**src/rtl/isq_pkg.sv**
```systemverilog
// ----------------------------------------------------------------------------
// Indexed sequence store package
// Sizes, operation codes and status codes shared by the store and its checker.
// ----------------------------------------------------------------------------
package isq_pkg;

    localparam int DEPTH = 16;
    localparam int AW    = $clog2(DEPTH);
    localparam int CW    = $clog2(DEPTH + 1);
    localparam int PW    = 5;
    localparam int VW    = 32;
    localparam int FW    = 3;
    localparam int SW    = 2;
    localparam int XW    = (CW > PW) ? CW : PW;

    localparam logic [FW-1:0] FN_PUSH_BACK  = 3'd0;
    localparam logic [FW-1:0] FN_PUSH_FRONT = 3'd1;
    localparam logic [FW-1:0] FN_POP_BACK   = 3'd2;
    localparam logic [FW-1:0] FN_POP_FRONT  = 3'd3;
    localparam logic [FW-1:0] FN_INSERT     = 3'd4;
    localparam logic [FW-1:0] FN_REMOVE_AT  = 3'd5;
    localparam logic [FW-1:0] FN_REMOVE_VAL = 3'd6;

    localparam logic [SW-1:0] ST_DONE    = 2'd0;
    localparam logic [SW-1:0] ST_IGNORED = 2'd1;
    localparam logic [SW-1:0] ST_FULL    = 2'd2;

endpackage

```
**src/rtl/indexed_sequence_store.sv**
```systemverilog
// ----------------------------------------------------------------------------
// Indexed sequence store
// Bounded deque with positional insert and remove, held in a single-port
// register memory and reordered one entry at a time by a small sequencer.
// ----------------------------------------------------------------------------
// An item is taken when start is high and busy is low, and busy then stays
// high until the cycle in which the result is shown. After decode, a push or
// insert that goes in reads and writes every entry that it moves and then
// writes the new item, a remove reads and writes every entry that it moves,
// and a remove by value first reads and compares entries from the front;
// every item then reads the front and back values before its result shows.
// The memory is read or written one entry per cycle, so moving one entry
// costs a read and a write. The result appears for exactly one cycle with
// o_valid high, and the receiver cannot stall it. Front and back values are
// zero when the count is zero.
module indexed_sequence_store
    import isq_pkg::*;
(
    input  logic                 i_clk,
    input  logic                 i_rst_n,
    input  logic                 start,
    output logic                 busy,
    input  logic [FW-1:0]        i_func,
    input  logic [PW-1:0]        i_position,
    input  logic signed [VW-1:0] i_item_value,
    output logic                 o_valid,
    output logic [SW-1:0]        o_status,
    output logic [CW-1:0]        o_count,
    output logic signed [VW-1:0] o_front_value,
    output logic signed [VW-1:0] o_back_value
);

    localparam logic [3:0] S_IDLE     = 4'd0;
    localparam logic [3:0] S_DECODE   = 4'd1;
    localparam logic [3:0] S_PUT_RD   = 4'd2;
    localparam logic [3:0] S_PUT_WR   = 4'd3;
    localparam logic [3:0] S_PUT_LAST = 4'd4;
    localparam logic [3:0] S_TAKE_RD  = 4'd5;
    localparam logic [3:0] S_TAKE_WR  = 4'd6;
    localparam logic [3:0] S_FIND_RD  = 4'd7;
    localparam logic [3:0] S_FIND_CMP = 4'd8;
    localparam logic [3:0] S_FRONT_RD = 4'd9;
    localparam logic [3:0] S_BACK_RD  = 4'd10;
    localparam logic [3:0] S_OUT      = 4'd11;

    logic [VW-1:0] r_mem [DEPTH];
    logic [VW-1:0] r_rdata;

    logic [3:0]    r_state, n_state;
    logic [CW-1:0] r_cnt, n_cnt;
    logic [AW-1:0] r_idx, n_idx;
    logic [AW-1:0] r_tgt, n_tgt;
    logic [SW-1:0] r_status, n_status;
    logic          r_valid, n_valid;
    logic [FW-1:0] r_func;
    logic [PW-1:0] r_pos;
    logic [VW-1:0] r_val;
    logic [VW-1:0] r_front, r_back;

    logic          rd_en, wr_en;
    logic [AW-1:0] rd_addr, wr_addr;
    logic [VW-1:0] wr_data;

    logic          do_put, do_take;
    logic [XW-1:0] tgt;
    logic [XW-1:0] cnt_x;

    assign cnt_x = XW'(r_cnt);

    always_comb begin
        n_state  = r_state;
        n_cnt    = r_cnt;
        n_idx    = r_idx;
        n_tgt    = r_tgt;
        n_status = r_status;
        n_valid  = 1'b0;
        rd_en    = 1'b0;
        rd_addr  = '0;
        wr_en    = 1'b0;
        wr_addr  = '0;
        wr_data  = r_rdata;
        do_put   = 1'b0;
        do_take  = 1'b0;
        tgt      = '0;

        unique case (r_state)
            S_IDLE: begin
                if (start) begin
                    n_state = S_DECODE;
                end
            end
            S_DECODE: begin
                n_status = ST_IGNORED;
                n_state  = S_FRONT_RD;
                unique case (r_func)
                    FN_PUSH_BACK: begin
                        do_put = 1'b1;
                        tgt    = cnt_x;
                    end
                    FN_PUSH_FRONT: begin
                        do_put = 1'b1;
                    end
                    FN_INSERT: begin
                        do_put = 1'b1;
                        tgt    = XW'(r_pos);
                    end
                    FN_POP_BACK: begin
                        do_take = (r_cnt != '0);
                        tgt     = cnt_x - XW'(1);
                    end
                    FN_POP_FRONT: begin
                        do_take = 1'b1;
                    end
                    FN_REMOVE_AT: begin
                        do_take = 1'b1;
                        tgt     = XW'(r_pos);
                    end
                    FN_REMOVE_VAL: begin
                        if (r_cnt != '0) begin
                            n_idx   = '0;
                            n_state = S_FIND_RD;
                        end
                    end
                    default: begin
                    end
                endcase
            end
            S_PUT_RD: begin
                rd_en   = 1'b1;
                rd_addr = r_idx - AW'(1);
                n_state = S_PUT_WR;
            end
            S_PUT_WR: begin
                wr_en   = 1'b1;
                wr_addr = r_idx;
                n_idx   = r_idx - AW'(1);
                n_state = ((r_idx - AW'(1)) == r_tgt) ? S_PUT_LAST : S_PUT_RD;
            end
            S_PUT_LAST: begin
                wr_en    = 1'b1;
                wr_addr  = r_tgt;
                wr_data  = r_val;
                n_cnt    = r_cnt + CW'(1);
                n_status = ST_DONE;
                n_state  = S_FRONT_RD;
            end
            S_TAKE_RD: begin
                rd_en   = 1'b1;
                rd_addr = r_idx + AW'(1);
                n_state = S_TAKE_WR;
            end
            S_TAKE_WR: begin
                wr_en   = 1'b1;
                wr_addr = r_idx;
                n_idx   = r_idx + AW'(1);
                if ((CW'(r_idx) + CW'(2)) == r_cnt) begin
                    n_cnt    = r_cnt - CW'(1);
                    n_status = ST_DONE;
                    n_state  = S_FRONT_RD;
                end else begin
                    n_state = S_TAKE_RD;
                end
            end
            S_FIND_RD: begin
                rd_en   = 1'b1;
                rd_addr = r_idx;
                n_state = S_FIND_CMP;
            end
            S_FIND_CMP: begin
                if (r_rdata == r_val) begin
                    do_take = 1'b1;
                    tgt     = XW'(r_idx);
                end else if ((CW'(r_idx) + CW'(1)) == r_cnt) begin
                    n_status = ST_IGNORED;
                    n_state  = S_FRONT_RD;
                end else begin
                    n_idx   = r_idx + AW'(1);
                    n_state = S_FIND_RD;
                end
            end
            S_FRONT_RD: begin
                rd_en   = 1'b1;
                rd_addr = '0;
                n_state = S_BACK_RD;
            end
            S_BACK_RD: begin
                rd_en   = 1'b1;
                rd_addr = AW'(r_cnt - CW'(1));
                n_state = S_OUT;
            end
            S_OUT: begin
                n_valid = 1'b1;
                n_state = S_IDLE;
            end
            default: begin
                n_state = S_IDLE;
            end
        endcase

        if (do_put) begin
            if (tgt > cnt_x) begin
                n_status = ST_IGNORED;
                n_state  = S_FRONT_RD;
            end else if (r_cnt == CW'(DEPTH)) begin
                n_status = ST_FULL;
                n_state  = S_FRONT_RD;
            end else begin
                n_tgt   = AW'(tgt);
                n_idx   = AW'(r_cnt);
                n_state = (tgt == cnt_x) ? S_PUT_LAST : S_PUT_RD;
            end
        end

        if (do_take) begin
            if (tgt >= cnt_x) begin
                n_status = ST_IGNORED;
                n_state  = S_FRONT_RD;
            end else begin
                n_idx = AW'(tgt);
                if ((tgt + XW'(1)) == cnt_x) begin
                    n_cnt    = r_cnt - CW'(1);
                    n_status = ST_DONE;
                    n_state  = S_FRONT_RD;
                end else begin
                    n_state = S_TAKE_RD;
                end
            end
        end
    end

    always_ff @(posedge i_clk) begin
        if (!i_rst_n) begin
            r_state <= S_IDLE;
            r_cnt   <= '0;
            r_valid <= 1'b0;
        end else begin
            r_state <= n_state;
            r_cnt   <= n_cnt;
            r_valid <= n_valid;
        end
    end

    always_ff @(posedge i_clk) begin
        r_idx    <= n_idx;
        r_tgt    <= n_tgt;
        r_status <= n_status;
        if (r_state == S_IDLE && start) begin
            r_func <= i_func;
            r_pos  <= i_position;
            r_val  <= i_item_value;
        end
        if (r_state == S_BACK_RD) begin
            r_front <= (r_cnt == '0) ? '0 : r_rdata;
        end
        if (r_state == S_OUT) begin
            r_back <= (r_cnt == '0) ? '0 : r_rdata;
        end
    end

    always_ff @(posedge i_clk) begin
        if (rd_en) begin
            r_rdata <= r_mem[rd_addr];
        end
        if (wr_en) begin
            r_mem[wr_addr] <= wr_data;
        end
    end

    assign busy          = (r_state != S_IDLE);
    assign o_valid       = r_valid;
    assign o_status      = r_status;
    assign o_count       = r_cnt;
    assign o_front_value = r_front;
    assign o_back_value  = r_back;

endmodule

```
**config.mk**
```make
export PLATFORM = sky130hd
export DESIGN_NAME = indexed_sequence_store
export DESIGN_NICKNAME = d
export VERILOG_FILES = /design/src/rtl/isq_pkg.sv /design/src/rtl/indexed_sequence_store.sv
export SDC_FILE = /design/constraint.sdc
export NUM_CORES = 1
export LEC_CHECK = 0
export BUFFER_PORTS_ARGS = -buffer_cell sky130_fd_sc_hd__buf_2
export CAP_MARGIN = 20
export CORE_MARGIN = 2
export CORE_UTILIZATION = 51
export CTS_CLUSTER_SIZE = 28
export DETAILED_ROUTE_END_ITERATION = 10
export GPL_ROUTABILITY_DRIVEN = 0
export PLACE_DENSITY = 0.64
export SETUP_SLACK_MARGIN = 0.05
export SYNTH_ARGS = -nofsm -noshare
export SYNTH_HDL_FRONTEND = slang
export SYNTH_SLANG_ARGS = --single-unit
export TNS_END_PERCENT = 30
```
**constraint.sdc**
```tcl
create_clock -name i_clk -period 5.45 [get_ports i_clk]
set_input_delay 0.545 -clock i_clk [delete_from_list [all_inputs] [get_ports i_clk]]
set_output_delay 0.545 -clock i_clk [all_outputs]
set_load 0.02 [all_outputs]
```
==> run_summary.xml, run 1 <==
<?xml version="1.0" encoding="UTF-8"?>
<metrics>
  <group name="yosys">
    <metric name="post_synth_num_cell_types" unit="">82</metric>
    <metric name="post_synth.cell_area_avg" unit="sq um">13.8</metric>
    <metric name="yosysWarnings" unit="">0</metric>
    <metric name="count_of_flip_flops_with_a_built_in_enable_after_synthesis" unit="">652</metric>
    <metric name="ys_dominant_reg_cell" unit="">sky130_fd_sc_hd__edfxtp_1</metric>
    <metric name="flops_latches_synth" unit="">668</metric>
    <metric name="syn_nets" unit="">2099</metric>
    <metric name="synth_area" unit="sq um">28200</metric>
    <metric name="synth_sequential_area_ratio" unit="">0.707</metric>
    <metric name="synthArstFlopShare" unit="">0</metric>
    <metric name="netlist_instances" unit="">2043</metric>
  </group>
  <group name="global_routing">
    <metric name="vias_in_the_first_global_route" unit="">17000</metric>
    <metric name="overflow_after_grt" unit="">0</metric>
    <metric name="grt_first_pass_wirelength" unit="um">110000</metric>
    <metric name="antenna_found_initial" unit="">3</metric>
    <metric name="grt_start_max_net_pins" unit="">111</metric>
    <metric name="overall_global_routing_usage" unit="">0.260</metric>
  </group>
  <group name="clock_tree">
    <metric name="cts_tree" unit="">built</metric>
    <metric name="cts_resized" unit="">0</metric>
    <metric name="postCtsSetupBuffers" unit="">0</metric>
    <metric name="cts-htree-levels" unit="">3</metric>
    <metric name="worst_skew_pair.late_latency" unit="ns">0.61</metric>
    <metric name="cts.path.max_buffers" unit="">3</metric>
    <metric name="worst_setup_hold_path_clk_slew" unit="ns">0.06</metric>
    <metric name="ctsRootBufferMaster" unit="">sky130_fd_sc_hd__clkbuf_16</metric>
    <metric name="clock_sinks" unit="">668</metric>
    <metric name="cts_buffers" unit="">70</metric>
    <metric name="post_cts_hold_buffer_count" unit="">0</metric>
  </group>
  <group name="placement">
    <metric name="portBuffers" unit="">115</metric>
    <metric name="placedInstanceArea" unit="sq um">29900</metric>
    <metric name="detailedPlacementHpwl" unit="um">43200</metric>
  </group>
  <group name="worst_setup_path">
    <metric name="reg2regPathDepth" unit="">15</metric>
    <metric name="crit_buf_inv" unit="">1</metric>
    <metric name="setup.worst_path.start_class" unit="">register</metric>
    <metric name="slowest_stage_cell_on_the_critical_path" unit="">sky130_fd_sc_hd__or4b_1</metric>
    <metric name="end_kind" unit="">register</metric>
    <metric name="rr_endpoint" unit="">o_count[3]</metric>
    <metric name="critPathTopFamily" unit="">simple AND/OR/NAND/NOR gates</metric>
    <metric name="critPathMaxFanout" unit="">8</metric>
    <metric name="crit_chain" unit="">xnor2_1, nand4_1, nor4_1, buf_4, nand3_1, o22ai_1, ha_1, nand3_1, nor2_1, a221oi_1, nand2_1, mux2_2, a211oi_4, nor2_1, or4b_1</metric>
    <metric name="worstSetupPathType" unit="">reg -&gt; reg</metric>
    <metric name="worst-endpoint-arrival" unit="ns">5.26</metric>
    <metric name="r2r-start" unit="">r_rdata[26]</metric>
    <metric name="cp_slowest_stage_delay" unit="ns">0.51</metric>
    <metric name="setup.reg_to_reg.worst_slack" unit="ns">0.67</metric>
    <metric name="timing.critical_path.required" unit="ns">5.93</metric>
  </group>
  <group name="timing">
    <metric name="setup-violations-final" unit="">0</metric>
    <metric name="clock.fmax" unit="MHz">209</metric>
    <metric name="fin_crit" unit="ns">4.78</metric>
    <metric name="final_max_slew_viol_count" unit="">0</metric>
    <metric name="finalClockSkew" unit="ns">0.0300</metric>
    <metric name="report.final.hold_viol_count" unit="">0</metric>
    <metric name="maxSlewHeadroom" unit="">0.236</metric>
    <metric name="timing.final.crit_share" unit="">0.878</metric>
    <metric name="rsz_0062_raised_after_global_routing" unit="">no</metric>
    <metric name="total_negative_slack" unit="ns">0</metric>
    <metric name="max_slew.worst_pin.slew" unit="ns">1.14</metric>
  </group>
  <group name="worst_hold_path">
    <metric name="hold_path_end" unit="">r_val[2]</metric>
    <metric name="hold_start" unit="">i_item_value[2]</metric>
    <metric name="holdPathStages" unit="">1</metric>
    <metric name="worst_hold_path_type" unit="">in -&gt; reg</metric>
  </group>
  <group name="detailed_routing">
    <metric name="routedWlPerCell" unit="um">25.7</metric>
    <metric name="router_iterations_before_antenna_repair" unit="">5</metric>
    <metric name="m1WireLength" unit="um">32500</metric>
    <metric name="vias_per_cell" unit="">6.18</metric>
    <metric name="top_layer_used" unit="">met4</metric>
    <metric name="detailroute.wirelength.met2" unit="um">34300</metric>
    <metric name="antenna_left" unit="">0</metric>
    <metric name="wl_met3" unit="um">5880</metric>
    <metric name="via_count" unit="">17900</metric>
    <metric name="totalWireLength" unit="um">74400</metric>
    <metric name="drcViolationCount" unit="">0</metric>
    <metric name="detailedRoute.firstIterationViolations" unit="">2029</metric>
  </group>
  <group name="finish">
    <metric name="area_delta_synth_final" unit="%">13.7</metric>
    <metric name="diodes" unit="">0</metric>
    <metric name="fillers" unit="">4276</metric>
    <metric name="drive_above_1_share" unit="">0.157</metric>
    <metric name="ff_latch_area" unit="sq um">19900</metric>
    <metric name="multi_input_area" unit="sq um">7860</metric>
    <metric name="final_net_count" unit="">2197</metric>
    <metric name="finish.instance_area" unit="sq um">32000</metric>
  </group>
  <group name="floorplanning">
    <metric name="initial_core_utilization" unit="">0.513</metric>
    <metric name="core-area" unit="sq um">54900</metric>
    <metric name="num_io_pins" unit="">116</metric>
    <metric name="die-height" unit="um">239</metric>
    <metric name="floorplan.rows" unit="">86</metric>
    <metric name="die_area" unit="sq um">57100</metric>
    <metric name="fp.dieW" unit="um">239</metric>
  </group>
  <group name="job">
    <metric name="max_cap_viol_count" unit="">0</metric>
  </group>
  <group name="power">
    <metric name="peakVddDrop" unit="mV">0.248</metric>
    <metric name="power.static_leakage" unit="nW">10.6</metric>
    <metric name="power-per-cell-area" unit="nW/um^2">519</metric>
  </group>
  <group name="outcome">
    <metric name="outcome" unit="">finished, final reports clean</metric>
  </group>
</metrics>
cells by family (layout without fill, tap and decap cells):
group,count (synthesis),after routing,share of synthesized area
AO/OA/AOI/OAI,477,477,0.119
XOR/XNOR,53,53,0.0165
adder cells (fa/ha/maj),13,13,0.00578
buffers and inverters,155,303,0.0216
flip-flops,668,668,0.707
multiplexers,48,48,0.0187
AND/OR/NAND/NOR,629,629,0.111
metrics by stage:
step | utilization | total power, mW | hold WS (ns) | setup WS [ns] | instances
6_report | 0.583 | 16.6 | 0.127 | 0.667 | 2895
5_1_grt | 0.583 | 17.3 | 0.118 | 0.348 | 2895
4_1_cts | 0.583 | 16.6 | 0.106 | 0.706 | 2895
3_5_place_dp | 0.544 | 12.1 | 0.524 | 0.752 | 2773
3_3_place_gp | 0.544 | 12.0 | 0.529 | 1.02 | 2770
2_1_floorplan | - | 10.4 | 0.563 | 1.69 | 2043
cell type report:
| class | count | share of cell area |
|---|---|---|
| sequential | 668 | 0.622 |
| multi-input combinational | 1220 | 0.246 |
| clock buffer | 89 | 0.0590 |
| timing repair buffer | 168 | 0.0366 |
| tap | 704 | 0.0275 |
| clock inverter | 33 | 0.00778 |
| inverter | 13 | 0.00153 |
worst max path at each step:
| stage | start | endpoint | slack [ns] | cells after the start |
|---|---|---|---|---|
| 2_1_floorplan | o_count[1] | o_count[3] | 1.69 | 16 |
| 3_3_place_gp | r_rdata[26] | o_count[3] | 1.02 | 15 |
| 3_5_place_dp | r_rdata[26] | o_count[3] | 0.75 | 15 |
| 4_1_cts | r_rdata[26] | o_count[3] | 0.71 | 15 |
| 5_1_grt | r_rdata[26] | o_count[3] | 0.35 | 15 |
| 6_report | r_rdata[26] | o_count[3] | 0.67 | 15 |
worst register-to-register path, delay by kind of cell, from the launching register on:
family	cells	cell delay, ns
muxes	1	0.32
adders and majority gates	1	0.33
buffers and inverters	1	0.20
xor gates and xnor gates	1	0.31
DFF	1	0.42
AOI/OAI and AO/OA	3	1.23
and+or+nand+nor	8	1.85
placed cells by master, fill, tap and decap left out, drive strengths merged, types with 19 or more instances in the layout:
cell type / Yosys / layout
a21oi: 93 / 93
edfxtp: 652 / 652
nand4: 19 / 19
a211oi: 165 / 165
buf: 18 / 168
clkbuf: 124 / 89
mux2: 36 / 36
o21ai: 32 / 32
nor2: 54 / 54
and2: 164 / 164
a31oi: 70 / 70
a311oi: 65 / 65
clkinv: 1 / 27
xnor2: 43 / 43
nand2: 308 / 308
synth_stat cells (5+ instances only):
library cell | instances | area share
sky130_fd_sc_hd__inv_1 | 12 | 0.0016
sky130_fd_sc_hd__nor2_1 | 52 | 0.0069
sky130_fd_sc_hd__a21oi_1 | 92 | 0.016
sky130_fd_sc_hd__a31oi_1 | 69 | 0.015
sky130_fd_sc_hd__xor2_1 | 10 | 0.0031
sky130_fd_sc_hd__o21a_1 | 5 | 0.0013
sky130_fd_sc_hd__and3_1 | 7 | 0.0016
sky130_fd_sc_hd__o211ai_1 | 5 | 0.0013
sky130_fd_sc_hd__nand2b_1 | 9 | 0.0020
sky130_fd_sc_hd__o21ai_0 | 30 | 0.0053
sky130_fd_sc_hd__a311oi_1 | 65 | 0.020
sky130_fd_sc_hd__buf_2 | 10 | 0.0018
sky130_fd_sc_hd__mux2i_1 | 12 | 0.0043
sky130_fd_sc_hd__edfxtp_1 | 652 | 0.70
sky130_fd_sc_hd__ha_1 | 13 | 0.0058
sky130_fd_sc_hd__nor3_1 | 14 | 0.0025
sky130_fd_sc_hd__a211oi_1 | 164 | 0.044
sky130_fd_sc_hd__nand4_1 | 18 | 0.0040
sky130_fd_sc_hd__dfxtp_1 | 16 | 0.011
sky130_fd_sc_hd__nand3_1 | 11 | 0.0020
sky130_fd_sc_hd__nor2b_1 | 8 | 0.0018
sky130_fd_sc_hd__xnor2_1 | 43 | 0.013
sky130_fd_sc_hd__and2_1 | 161 | 0.036
sky130_fd_sc_hd__clkbuf_1 | 124 | 0.017
sky130_fd_sc_hd__nand2_1 | 306 | 0.041
sky130_fd_sc_hd__buf_1 | 5 | 0.00067
sky130_fd_sc_hd__mux2_2 | 36 | 0.014
layer usage:
layer / vias up / GRT usage
li1: 8023 / -
met1: 8981 / 0.380
met2: 785 / 0.404
met3: 112 / 0.0410
met4: 0 / 0.0778
met5: - / 0
where the power goes:
group	total [mW]	switching (mW)	internal, mW
clock network	4.53	1.94	2.59
registers	7.22	0.323	6.90
logic	4.87	3.37	1.50
flip-flops by register name, indices dropped and copies added (netlist names):
name and flops:
r_mem 512, o_status 2, r_pos 5, o_front_value 32, o_count 5, o_valid 1, r_val 32, o_back_value 32
r_func 3, r_state 4, r_rdata 32, r_tgt 4, r_idx 4
Note: power is estimated with default switching activity, not from simulation.
==> run 2, diff against run 1 <==
Settings changed: PLACE_DENSITY 0.64 to 0.67, TNS_END_PERCENT 30 to unset.
Clock period 5.45 ns to 4.38 ns, I/O delays scaled along.
==> run 2 against run 1 <==
Clock skew rose by 0.0089 ns. Via count fell by 0.10%. Global-route usage fell by 0.69 points. Utilization rose by 0.76 points. Flip-flop and latch count did not move. Combinational power rose by 29%. Count of clock-buffer cells in the layout fell by 6. Final area rose by 1.3%.
==> run_summary.xml, run 2 (synthesis results as in run 1) <==
<?xml version="1.0" encoding="UTF-8"?>
<metrics>
  <group name="power">
    <metric name="power.total" unit="mW">20.9</metric>
    <metric name="power-per-cell-area" unit="nW/um^2">645</metric>
    <metric name="peakVddDrop" unit="mV">0.304</metric>
    <metric name="power.static_leakage" unit="nW">10.8</metric>
  </group>
  <group name="clock_tree">
    <metric name="cts_buffers" unit="">69</metric>
    <metric name="ctsRootBufferMaster" unit="">sky130_fd_sc_hd__clkbuf_16</metric>
    <metric name="worst_skew_pair.late_latency" unit="ns">0.61</metric>
    <metric name="cts-htree-levels" unit="">3</metric>
    <metric name="worst_setup_hold_path_clk_slew" unit="ns">0.07</metric>
    <metric name="clock_sinks" unit="">668</metric>
    <metric name="cts_tree" unit="">built</metric>
    <metric name="cts.path.max_buffers" unit="">3</metric>
  </group>
  <group name="timing">
    <metric name="total_negative_slack" unit="ns">0</metric>
    <metric name="timing.final.crit_share" unit="">0.929</metric>
    <metric name="fin_crit" unit="ns">4.07</metric>
    <metric name="finalClockSkew" unit="ns">0.0389</metric>
    <metric name="report.final.hold_viol_count" unit="">0</metric>
    <metric name="max_slew.worst_pin.slew" unit="ns">0.816</metric>
    <metric name="maxSlewHeadroom" unit="">0.454</metric>
    <metric name="setup-violations-final" unit="">0</metric>
    <metric name="final_max_slew_viol_count" unit="">0</metric>
    <metric name="clock.fmax" unit="MHz">246</metric>
    <metric name="postLayoutSetupSlackWorst" unit="ns">0.311</metric>
  </group>
  <group name="worst_setup_path">
    <metric name="slowest_stage_cell_on_the_critical_path" unit="">sky130_fd_sc_hd__edfxtp_1</metric>
    <metric name="crit_buf_inv" unit="">3</metric>
    <metric name="critPathMaxFanout" unit="">7</metric>
    <metric name="crit_chain" unit="">xnor2_2, nand4_1, nor4_2, buf_4, and3_1, a21oi_1, inv_1, ha_1, nand3_1, nor3_1, a211oi_1, o21ai_0, mux2_2, a211oi_4, buf_4, mux2_2, o2111ai_1</metric>
    <metric name="timing.critical_path.required" unit="ns">4.92</metric>
    <metric name="setup.reg_to_reg.worst_slack" unit="ns">0.31</metric>
    <metric name="setup.worst_path.start_class" unit="">register</metric>
    <metric name="cp_slowest_stage_delay" unit="ns">0.45</metric>
    <metric name="end_kind" unit="">register</metric>
    <metric name="worstSetupPathType" unit="">reg -&gt; reg</metric>
    <metric name="critPathTopFamily" unit="">simple AND/OR/NAND/NOR gates</metric>
    <metric name="worst-endpoint-arrival" unit="ns">4.61</metric>
  </group>
  <group name="finish">
    <metric name="final_net_count" unit="">2230</metric>
    <metric name="layout_common_cells" unit="">sky130_fd_sc_hd__edfxtp_1, sky130_fd_sc_hd__nand2_1, sky130_fd_sc_hd__a211oi_1</metric>
    <metric name="drive_above_1_share" unit="">0.174</metric>
    <metric name="regMostFlops" unit="">r_mem</metric>
    <metric name="largest_register_ffs" unit="">512</metric>
    <metric name="finish.instance_area" unit="sq um">32400</metric>
    <metric name="area_delta_synth_final" unit="%">15.2</metric>
    <metric name="layout.core_utilization" unit="">0.591</metric>
    <metric name="mostFrequentLayoutCell" unit="">sky130_fd_sc_hd__edfxtp_1</metric>
  </group>
  <group name="floorplanning">
    <metric name="floorplan.rows" unit="">86</metric>
    <metric name="num_io_pins" unit="">116</metric>
    <metric name="die-height" unit="um">239</metric>
    <metric name="core-area" unit="sq um">54900</metric>
    <metric name="initial_core_utilization" unit="">0.513</metric>
    <metric name="fp.dieW" unit="um">239</metric>
    <metric name="die_area" unit="sq um">57100</metric>
  </group>
  <group name="detailed_routing">
    <metric name="router_iterations_before_antenna_repair" unit="">5</metric>
    <metric name="detailedRoute.firstIterationViolations" unit="">2229</metric>
    <metric name="via_count" unit="">17900</metric>
    <metric name="m1WireLength" unit="um">30700</metric>
    <metric name="wl_met3" unit="um">5170</metric>
    <metric name="top_layer_used" unit="">met4</metric>
    <metric name="vias_per_cell" unit="">6.10</metric>
    <metric name="antenna_left" unit="">0</metric>
    <metric name="totalWireLength" unit="um">72400</metric>
    <metric name="detailroute.wirelength.met2" unit="um">34700</metric>
    <metric name="routedWlPerCell" unit="um">24.7</metric>
    <metric name="drcViolationCount" unit="">0</metric>
  </group>
  <group name="placement">
    <metric name="place_worst_setup_slack" unit="ns">0.0712</metric>
    <metric name="placedInstanceArea" unit="sq um">30100</metric>
    <metric name="detailedPlacementHpwl" unit="um">42300</metric>
    <metric name="portBuffers" unit="">115</metric>
  </group>
  <group name="global_routing">
    <metric name="antenna_found_initial" unit="">4</metric>
    <metric name="vias_in_the_first_global_route" unit="">17000</metric>
    <metric name="grt_start_max_net_pins" unit="">74</metric>
    <metric name="overall_global_routing_usage" unit="">0.253</metric>
    <metric name="grt_first_pass_wirelength" unit="um">107000</metric>
    <metric name="overflow_after_grt" unit="">0</metric>
  </group>
  <group name="job">
    <metric name="max_cap_viol_count" unit="">0</metric>
  </group>
  <group name="worst_hold_path">
    <metric name="worst_hold_path_type" unit="">in -&gt; reg</metric>
  </group>
  <group name="outcome">
    <metric name="outcome" unit="">finished, final reports clean</metric>
  </group>
</metrics>
-- run 2: worst paths after layout --
| path | from | endpoint | cells after the start |
|---|---|---|---|
| hold / removal | i_position[1] | r_pos[1] | 1 |
| setup / recovery | r_rdata[25] | o_count[4] | 17 |
| setup reg to reg | r_rdata[25] | o_count[4] | 17 |
| hold reg to reg | o_status[1] | o_status[1] | 2 |
-- run 2: layout make-up --
class	count	area (sq um)
Fill cell	4207	22500
Sequential cell	668	19900
Multi-Input combinational cell	1220	7900
Clock buffer	83	1800
Timing Repair Buffer	202	1490
Tap cell	704	881
Clock inverter	42	394
Inverter	13	48.8
Antenna cell	1	2.50
-- run 2: report_power, final --
| group | internal (mW) | switching (mW) | leakage [nW] |
|---|---|---|---|
| combinational | 2.00 | 4.28 | 3.68 |
| sequential | 8.58 | 0.316 | 6.04 |
| clock | 3.31 | 2.41 | 1.06 |
| total | 13.9 | 7.00 | 10.8 |
-- run 2: per-stage QoR --
step,cells,hold slack [ns]
3_5_place_dp,2798,0.516
4_1_cts,2929,0.00314
5_1_grt,2932,0.0127
6_report,2933,0.0239
2_1_floorplan,2043,0.537
3_3_place_gp,2796,0.516
-- run 2: worst reg2reg max path: stages (launching register included) --
cell	delay [ns]
sky130_fd_sc_hd__edfxtp_1	0.45
sky130_fd_sc_hd__xnor2_2	0.31
sky130_fd_sc_hd__nand4_1	0.17
sky130_fd_sc_hd__nor4_2	0.37
sky130_fd_sc_hd__buf_4	0.18
sky130_fd_sc_hd__and3_1	0.20
sky130_fd_sc_hd__a21oi_1	0.09
sky130_fd_sc_hd__inv_1	0.14
sky130_fd_sc_hd__ha_1	0.29
sky130_fd_sc_hd__nand3_1	0.14
sky130_fd_sc_hd__nor3_1	0.07
sky130_fd_sc_hd__a211oi_1	0.29
sky130_fd_sc_hd__o21ai_0	0.17
sky130_fd_sc_hd__mux2_2	0.32
sky130_fd_sc_hd__a211oi_4	0.19
sky130_fd_sc_hd__buf_4	0.20
sky130_fd_sc_hd__mux2_2	0.34
sky130_fd_sc_hd__o2111ai_1	0.09
-- run 2: metal layers --
metal	up-vias	track usage
met5	-	0
met4	0	0.0850
met3	114	0.0380
met2	772	0.410
met1	8910	0.353
li1	8087	-
-- run 2: repair_timing --
action | in CTS | in global routing
hold buffers | 6 | 0
resized for setup | 0 | 6
endpoints found under the setup margin | 0 | 13
setup buffers | 0 | 2
hold endpoints to repair | 6 | 0
